==> config.mk <==
export PLATFORM = sky130hd
export DESIGN_NAME = sliding_median_filter
export DESIGN_NICKNAME = d
export VERILOG_FILES = /design/src/hw/rtl/smf_pkg.sv /design/src/hw/rtl/smf_cell.sv /design/src/hw/rtl/sliding_median_filter.sv
export VERILOG_INCLUDE_DIRS = /design/src /design/src/hw/rtl
export SDC_FILE = /design/constraint.sdc
export NUM_CORES = 1
export LEC_CHECK = 0
export BUFFER_PORTS_ARGS = -buffer_cell sky130_fd_sc_hd__buf_4
export CAP_MARGIN = 20
export CORE_AREA = 3 3 293 295
export CTS_CLUSTER_DIAMETER = 150
export DETAILED_ROUTE_END_ITERATION = 7
export DIE_AREA = 0 0 296 298
export SYNTH_ARGS = -nofsm -noshare
export SYNTH_HDL_FRONTEND = slang
export SYNTH_SLANG_ARGS = --single-unit
==> constraint.sdc <==
create_clock -name clk_i -period 8.4 [get_ports clk_i]
set_input_delay 0.42 -clock clk_i [delete_from_list [all_inputs] [get_ports clk_i]]
set_output_delay 0.42 -clock clk_i [all_outputs]
set_load 0.05 [all_outputs]
==> src/hw/rtl/assert_macros.svh <==
// assertion helpers for the median filter rtl
`ifndef ASSERT_MACROS_SVH
`define ASSERT_MACROS_SVH

// checked on every clock edge outside of reset
`define ASSERT_CLK(label, prop, msg) \
  label: assert property (@(posedge clk_i) disable iff (!rst_ni) (prop)) \
    else $error(msg);

// checked on every clock edge, reset included
`define ASSERT_ALWAYS(label, prop, msg) \
  label: assert property (@(posedge clk_i) (prop)) else $error(msg);

`endif

==> src/hw/rtl/smf_pkg.sv <==
package smf_pkg;

  // width of the window size register
  localparam int unsigned CFG_BITS = 5;

  // window size after reset
  localparam logic [CFG_BITS-1:0] WIN_RESET = 5'd3;

  // control shared by every cell of the chain
  typedef struct packed {
    logic shift;   // take a new item into the tap chain and load the sort row
    logic sort;    // one odd-even compare-exchange round
    logic phase;   // 0: pairs start at even cells, 1: at odd cells
  } cell_ctrl_t;

endpackage

==> src/hw/rtl/smf_cell.sv <==
module smf_cell #(
  parameter int unsigned SAMPLE_BITS = 16,
  parameter int unsigned INDEX       = 0
) (
  input  logic                          clk_i,
  input  smf_pkg::cell_ctrl_t           ctrl_i,
  input  logic                          in_win_i,
  input  logic signed [SAMPLE_BITS-1:0] w_left_i,
  input  logic signed [SAMPLE_BITS-1:0] s_left_i,
  input  logic signed [SAMPLE_BITS-1:0] s_right_i,
  output logic signed [SAMPLE_BITS-1:0] w_o,
  output logic signed [SAMPLE_BITS-1:0] s_o
);

  localparam logic ODD = ((INDEX % 2) == 1);
  localparam logic signed [SAMPLE_BITS-1:0] MAXV = {1'b0, {(SAMPLE_BITS-1){1'b1}}};

  logic signed [SAMPLE_BITS-1:0] w_q;
  logic signed [SAMPLE_BITS-1:0] s_q;
  logic signed [SAMPLE_BITS-1:0] s_d;
  logic                          lower;

  // lower cell of its pair keeps the min, upper keeps the max
  assign lower = (ctrl_i.phase == ODD);

  always_comb begin
    s_d = s_q;
    if (ctrl_i.shift) begin
      // cells outside the window sort to the top and never move
      s_d = in_win_i ? w_left_i : MAXV;
    end else if (ctrl_i.sort) begin
      if (lower) begin
        s_d = (s_q > s_right_i) ? s_right_i : s_q;
      end else begin
        s_d = (s_left_i > s_q) ? s_left_i : s_q;
      end
    end
  end

  always_ff @(posedge clk_i) begin
    if (ctrl_i.shift) begin
      w_q <= w_left_i;
    end
    s_q <= s_d;
  end

  assign w_o = w_q;
  assign s_o = s_q;

endmodule

==> src/hw/rtl/sliding_median_filter.sv <==
// Sliding-window median filter. Samples enter one item at a time into a row of
// MAX_WINDOW cells that hold the most recent samples, newest in cell 0. Each
// item that completes a window and is not marked end_of_signal gives one
// result: the middle value of the window (odd size) or the floored mean of the
// two middle values (even size). The item marked end_of_signal gives no median;
// instead the last window_size samples held (fewer if the signal was shorter)
// come out unchanged, oldest first, with is_raw set and is_last on the newest.
// The next item starts a new signal. Window size 0 acts as 1, sizes above
// MAX_WINDOW act as MAX_WINDOW; write it only while the block is idle.
// Steps: an item that gives no result leaves the block ready for the next item;
// a median item is followed by W rounds (W = effective window size) of odd-even
// transposition sort that run across the cell row, then the median goes to the
// output register; the last item gives its N pass-through results one per cycle
// through the output register while the output is not stalled. The output register
// lets the next item in while a result still waits to be taken.
`include "assert_macros.svh"

module sliding_median_filter #(
  parameter int unsigned MAX_WINDOW  = 16,
  parameter int unsigned SAMPLE_BITS = 16
) (
  input  logic                             clk_i,
  input  logic                             rst_ni,
  // window size register
  input  logic                             cfg_valid_i,
  output logic                             cfg_ready_o,
  input  logic [smf_pkg::CFG_BITS-1:0]     cfg_data_i,
  // sample items
  input  logic                             in_valid_i,
  output logic                             in_ready_o,
  input  logic signed [SAMPLE_BITS-1:0]    sample_i,
  input  logic                             end_of_signal_i,
  // result items
  output logic                             out_valid_o,
  input  logic                             out_ready_i,
  output logic signed [SAMPLE_BITS-1:0]    value_o,
  output logic                             is_raw_o,
  output logic                             is_last_o
);

  localparam int unsigned WB = $clog2(MAX_WINDOW + 1);  // counts 0..MAX_WINDOW
  localparam int unsigned IW = $clog2(MAX_WINDOW);      // cell index
  localparam logic [WB-1:0] MAXW = WB'(MAX_WINDOW);
  localparam logic signed [SAMPLE_BITS-1:0] MAXV = {1'b0, {(SAMPLE_BITS-1){1'b1}}};
  localparam logic signed [SAMPLE_BITS-1:0] MINV = {1'b1, {(SAMPLE_BITS-1){1'b0}}};

  typedef enum logic [1:0] {
    ST_IDLE,
    ST_SORT,
    ST_MEDIAN,
    ST_TAIL
  } state_e;

  state_e                        state_q;
  logic [smf_pkg::CFG_BITS-1:0]  win_q;
  logic [WB-1:0]                 seen_q;
  logic [WB-1:0]                 round_q;
  logic [WB-1:0]                 cnt_q;
  logic                          out_valid_q;
  logic signed [SAMPLE_BITS-1:0] value_q;
  logic                          is_raw_q;
  logic                          is_last_q;

  logic [WB-1:0]                 eff_win;
  logic [WB-1:0]                 seen_next;
  logic [WB-1:0]                 avail;
  logic                          in_accept;
  logic                          slot_free;
  smf_pkg::cell_ctrl_t           ctrl;

  logic signed [SAMPLE_BITS-1:0] w_all [MAX_WINDOW];
  logic signed [SAMPLE_BITS-1:0] s_all [MAX_WINDOW];

  // median pick
  logic [WB-1:0]                 mid;
  logic [WB-1:0]                 mid_m1;
  logic signed [SAMPLE_BITS-1:0] med_hi;
  logic signed [SAMPLE_BITS-1:0] med_lo;
  logic signed [SAMPLE_BITS:0]   med_sum;
  logic signed [SAMPLE_BITS-1:0] median;

  // tail pick
  logic [WB-1:0]                 cnt_m1;
  logic signed [SAMPLE_BITS-1:0] tail_val;

  // register writes are always taken
  assign cfg_ready_o = 1'b1;

  // clamp the window size to 1..MAX_WINDOW
  always_comb begin
    if (win_q == '0) begin
      eff_win = WB'(1);
    end else if (32'(win_q) > 32'(MAX_WINDOW)) begin
      eff_win = MAXW;
    end else begin
      eff_win = WB'(win_q);
    end
  end

  assign in_ready_o = (state_q == ST_IDLE);
  assign in_accept  = in_valid_i & in_ready_o;
  assign slot_free  = !out_valid_q || out_ready_i;

  assign seen_next = (seen_q < MAXW) ? seen_q + WB'(1) : seen_q;
  assign avail     = (seen_next < eff_win) ? seen_next : eff_win;

  assign ctrl.shift = in_accept;
  assign ctrl.sort  = (state_q == ST_SORT);
  assign ctrl.phase = round_q[0];

  // the cell row: tap chain plus sort row
  for (genvar i = 0; i < MAX_WINDOW; i++) begin : g_cell
    logic                          in_win;
    logic signed [SAMPLE_BITS-1:0] w_left;
    logic signed [SAMPLE_BITS-1:0] s_left;
    logic signed [SAMPLE_BITS-1:0] s_right;

    assign in_win = (32'(i) < 32'(eff_win));

    if (i == 0) begin : g_first
      assign w_left = sample_i;
      assign s_left = MINV;
    end else begin : g_inner_l
      assign w_left = w_all[i-1];
      assign s_left = s_all[i-1];
    end

    if (i == MAX_WINDOW - 1) begin : g_last
      assign s_right = MAXV;
    end else begin : g_inner_r
      assign s_right = s_all[i+1];
    end

    smf_cell #(
      .SAMPLE_BITS (SAMPLE_BITS),
      .INDEX       (i)
    ) u_cell (
      .clk_i     (clk_i),
      .ctrl_i    (ctrl),
      .in_win_i  (in_win),
      .w_left_i  (w_left),
      .s_left_i  (s_left),
      .s_right_i (s_right),
      .w_o       (w_all[i]),
      .s_o       (s_all[i])
    );
  end

  // middle of the sorted window; even sizes take the floored mean
  assign mid     = eff_win >> 1;
  assign mid_m1  = mid - WB'(1);
  assign med_hi  = s_all[mid[IW-1:0]];
  assign med_lo  = s_all[mid_m1[IW-1:0]];
  assign med_sum = {med_lo[SAMPLE_BITS-1], med_lo} + {med_hi[SAMPLE_BITS-1], med_hi};
  assign median  = eff_win[0] ? med_hi : med_sum[SAMPLE_BITS:1];

  // tail reads oldest first
  assign cnt_m1   = cnt_q - WB'(1);
  assign tail_val = w_all[cnt_m1[IW-1:0]];

  always_ff @(posedge clk_i or negedge rst_ni) begin
    if (!rst_ni) begin
      state_q     <= ST_IDLE;
      win_q       <= smf_pkg::WIN_RESET;
      seen_q      <= '0;
      round_q     <= '0;
      cnt_q       <= '0;
      out_valid_q <= 1'b0;
      value_q     <= '0;
      is_raw_q    <= 1'b0;
      is_last_q   <= 1'b0;
    end else begin
      if (cfg_valid_i && cfg_ready_o) begin
        win_q <= cfg_data_i;
      end

      // result taken downstream
      if (out_valid_q && out_ready_i) begin
        out_valid_q <= 1'b0;
      end

      case (state_q)
        ST_IDLE: begin
          if (in_accept) begin
            if (end_of_signal_i) begin
              // pass the held tail through, then start a new signal
              cnt_q   <= avail;
              seen_q  <= '0;
              state_q <= ST_TAIL;
            end else begin
              seen_q <= seen_next;
              if (avail == eff_win) begin
                round_q <= '0;
                state_q <= ST_SORT;
              end
            end
          end
        end
        ST_SORT: begin
          // W rounds sort W values
          round_q <= round_q + WB'(1);
          if (round_q == eff_win - WB'(1)) begin
            state_q <= ST_MEDIAN;
          end
        end
        ST_MEDIAN: begin
          if (slot_free) begin
            out_valid_q <= 1'b1;
            value_q     <= median;
            is_raw_q    <= 1'b0;
            is_last_q   <= 1'b0;
            state_q     <= ST_IDLE;
          end
        end
        ST_TAIL: begin
          if (slot_free) begin
            out_valid_q <= 1'b1;
            value_q     <= tail_val;
            is_raw_q    <= 1'b1;
            is_last_q   <= (cnt_q == WB'(1));
            cnt_q       <= cnt_m1;
            if (cnt_q == WB'(1)) begin
              state_q <= ST_IDLE;
            end
          end
        end
        default: begin
          state_q <= ST_IDLE;
        end
      endcase
    end
  end

  assign out_valid_o = out_valid_q;
  assign value_o     = value_q;
  assign is_raw_o    = is_raw_q;
  assign is_last_o   = is_last_q;

  // a tail pass always has a sample left to send
  `ASSERT_CLK(a_tail_cnt, (state_q == ST_TAIL) |-> (cnt_q != '0), "tail count ran out")
  // sample count saturates at the row length
  `ASSERT_CLK(a_seen_max, seen_q <= MAXW, "sample count beyond row length")
  // the sort row is ordered at its low end once the rounds are done
  `ASSERT_CLK(a_sorted, (state_q == ST_MEDIAN) |-> (s_all[0] <= s_all[1]), "sort row out of order")
  // only pass-through results close a signal
  `ASSERT_CLK(a_last_raw, (out_valid_o && is_last_o) |-> is_raw_o, "median marked last")

endmodule

==> impl_results.md <==
* Cell Area, Synth at between 30000 and 40000 um^2
* Via/cell ratio at 6.159
* Rows at 106
* Crit path max-delay family: compound AO/OA/AOI/OAI gates
* RR Endpoint: value_o[13]
* First-pass GRT wire length at roughly 180 mm
* Initial antenna violation count at 1
* Max Freq at ~170 MHz
* Pin count of the biggest net entering global routing at 123
* Crit Path Category: register to register
* Worst slew pin tran at 1200 ps
* Die area at approximately 88000 um^2
* Drt first-iter violations at 2855
* Crit path buf inv count at 3
* Post-Syn Nets at approximately 3300
* Vias in the first global route at 25775
* Worst Reg2Reg Path Length in Cells at 18
* Layout Area Growth over Synthesis at 11.37%
* Share of cells above drive strength 1 at 13.20%
* Initial core utilization at between 40% and 50%
* Total track usage at between 20% and 30%
* Top post-synthesis cells by area: edfxtp_1 (44%), mux4_2 (10%), ha_1 (9.7%), mux2i_1 (7.0%), a21oi_1 (4.5%)
* Die width at slightly below 300 um
* Predominant post-synthesis flop cell: edfxtp_1
* DR pass1 iterations at 6
* Worst min path class: input pin to register
* Clock Tree Root: clkbuf_16
* Layout fillers at 7442
* Yosys top cell by area: edfxtp_1
* Count leader, synth: edfxtp_1
* Finish-stage setup viols at 0
* Clk buf depth at 3
* Hpwl dp at slightly below 90 mm
* Largest stage delay, worst path at around 730 ps
* DRC Markers at 0
* Worst-path clk slew at roughly 70 ps
* ANT nets after route at 0
* Worst path depth at 18
* Crit path max fanout at 39
* Register area share after synthesis at between 40 and 50%
* Number of hold violations in the final report at 0
* Final nets at ~3400
* Synth warn at 0
* WL per Instance at 28.34 um
* Post-Syn Instances at roughly 3000
* Die Ht at about 300 um
* Via count at ~26000
* RR Startpoint: win_q[2]
* Fin crit share at a little over two thirds
* CTS resizes at 0
* Top cell type's share of synthesized area at 43.91%
* Setup crit start kind: register
* Final Skew at roughly 25 ps
* Post-synth top cells: edfxtp_1 (512), a21oi_1 (313), nor2_1 (302)
* WP data arrival at between 6000 and 7000 ps
* Crit end category: register
* Worst EP required at a little under 9000 ps
* # port buffers at 46
* CTS tree: yes
* Setup TNS at 0 ps
* Yosys reg bits at around 550
* GRT overflow at 0
* GP Congestion at between 0.9 and 1
* Multi-input logic area at 17020 um^2
* Min Tclk post-route at a little under 6000 ps
* Slew headroom at 19.99%
* Syn_area_per_cell at approximately 12 um^2
* Ys async rst share at around 7.4%
* Worst reg-to-reg setup slack at 2530 ps
* H-Tree Depth at 3
* Worst skew pair latency at roughly 620 ps
* Netlist cell types at roughly 80
* Num CTS Buffers at 67
* CP Cell Sequence: nor2b_4 -> buf_4 -> inv_1 -> ha_1 -> xnor2_2 -> buf_4 -> o211ai_2 -> and2_1 -> fa_1 -> a21o_1 -> a21oi_1 -> o21bai_1 -> a21oi_1 -> o21bai_1 -> a2111oi_0 -> nor2_1 -> or4_1 -> nand3_1
* Status: finished, final reports clean
* Total wire length at about 120 mm
* Max-cap violations at 0
* Crit path to: value_o[13]
* Worst path slowest cell: dfrtp_1
* Register Area at ~16000 um^2
* RSZ-0062 raised after global routing: false
* Final Slew Violations at 0
* # IOs at 48
* CP Launch Point: win_q[2]
* Number of synthesized flops with an enable pin at between 500 and 600
* Core area at 83420 um^2
* Clock Sinks at around 550
## per-layer routing
| metal | wire, um | global-route usage (%) | share of wire [%] |
|---|---|---|---|
| met3 | 9151 | 3.466 | 7.7 |
| met5 | 0 | 0 | 0 |
| met4 | 5943 | 12.42 | 5.0 |
| met2 | 54110 | 41.55 | 46 |
| met1 | 49470 | 37.30 | 42 |
## stage by stage
step | std cells | utilization [%] | worst slack, ps | instance area [um^2] | hold WS [ps]
floorplan | 3019 | - | 2535 | 35020 | 124.4
global placement | 4042 | 43.89 | 2706 | 36610 | 456.7
detailed placement | 4044 | 43.91 | 2629 | 36630 | 453.6
CTS | 4183 | 46.71 | 2592 | 38970 | 14.29
global route | 4186 | 46.74 | 2075 | 38990 | 43.83
finish | 4188 | 46.75 | 2526 | 39000 | 47.99
## cell type report
class | count | share of cell area (%)
timing repair buffer | 118 | 2.464
inverter | 285 | 2.769
clock buffer | 85 | 4.656
multi-input combinational | 2028 | 43.65
antenna | 2 | 0.01283
tap | 1080 | 3.465
clock inverter | 37 | 0.8984
sequential | 553 | 42.08
## cells in the final DEF, fill, tap and decap left out, types with 7 or more instances in the layout
cell type,count
edfxtp_1,512
a21oi_1,313
nor2_1,301
inv_1,280
ha_1,269
mux2i_1,245
mux4_2,162
o21ai_0,103
nand2_1,99
buf_4,98
clkbuf_16,68
o21a_1,59
a21o_1,54
nand4_1,53
nor2b_1,37
dfrtp_1,37
nand3_1,36
nor3_1,34
a211oi_1,24
a31oi_1,23
dlygate4sd3_1,17
xnor2_1,15
o22ai_1,15
nand2b_1,13
o31ai_1,12
clkbuf_1,12
o221ai_1,11
clkinv_1,9
clkinv_2,9
a221oi_1,8
xor2_1,8
o211ai_1,8
o21ai_2,7
o21ai_1,7
a22o_1,7
## how the worst min path moves through the flow
stage	cells past startpoint	endpoint	slack (ps)	from
after global routing	2	win_q[0]	40	cfg_data_i[0]
after detailed placement	0	g_cell[14].u_cell.w_o[14]	450	g_cell[13].u_cell.w_o[14]
after floorplan	0	cnt_q[0]	120	rst_ni
after global placement	0	g_cell[3].u_cell.w_o[3]	460	g_cell[2].u_cell.w_o[3]
after CTS	2	win_q[0]	10	cfg_data_i[0]
final	2	win_q[0]	50	cfg_data_i[0]
## sequential cells by signal, summed over array words and instances (netlist names)
| name | cells |
|---|---|
| round_q | 5 |
| is_last_o | 1 |
| out_valid_o | 1 |
| g_cell.u_cell.s_o | 256 |
| cnt_q | 5 |
| state_q | 2 |
| seen_q | 5 |
| value_o | 16 |
| is_raw_o | 1 |
| g_cell.u_cell.w_o | 256 |
| win_q | 5 |
## timing repair
action                                 in CTS  in global routing
endpoints found under the hold margin      55                  0
hold buffers                               17                  0
buffers inserted                            0                  0
## logic make-up (layout without fill, tap and decap cells)
| logic type | count (synthesis) | count (layout) | synth area share (%) |
|---|---|---|---|
| other cells | 1 | 3 | 0.01071 |
| flops | 553 | 553 | 46.85 |
| simple gates | 615 | 615 | 8.015 |
| fa+ha+maj | 272 | 272 | 9.741 |
| buf+inv | 438 | 525 | 4.888 |
| mux | 413 | 413 | 17.66 |
| compound gates | 699 | 699 | 12.06 |
| xor+xnor | 28 | 28 | 0.7790 |
## worst register-to-register path, delay by kind of cell (launching register included)
kind,cells,cell delay (ps)
adder cells (fa/ha/maj),2,780
AND/OR/NAND/NOR,5,1230
flip-flops,1,730
XOR/XNOR,1,180
AO/OA/AOI/OAI,7,1620
buffers and inverters,3,1250
Power is left out: the tool's default activity adds up to more than one toggle a clock period on the data nets, which glitch-free logic cannot reach.
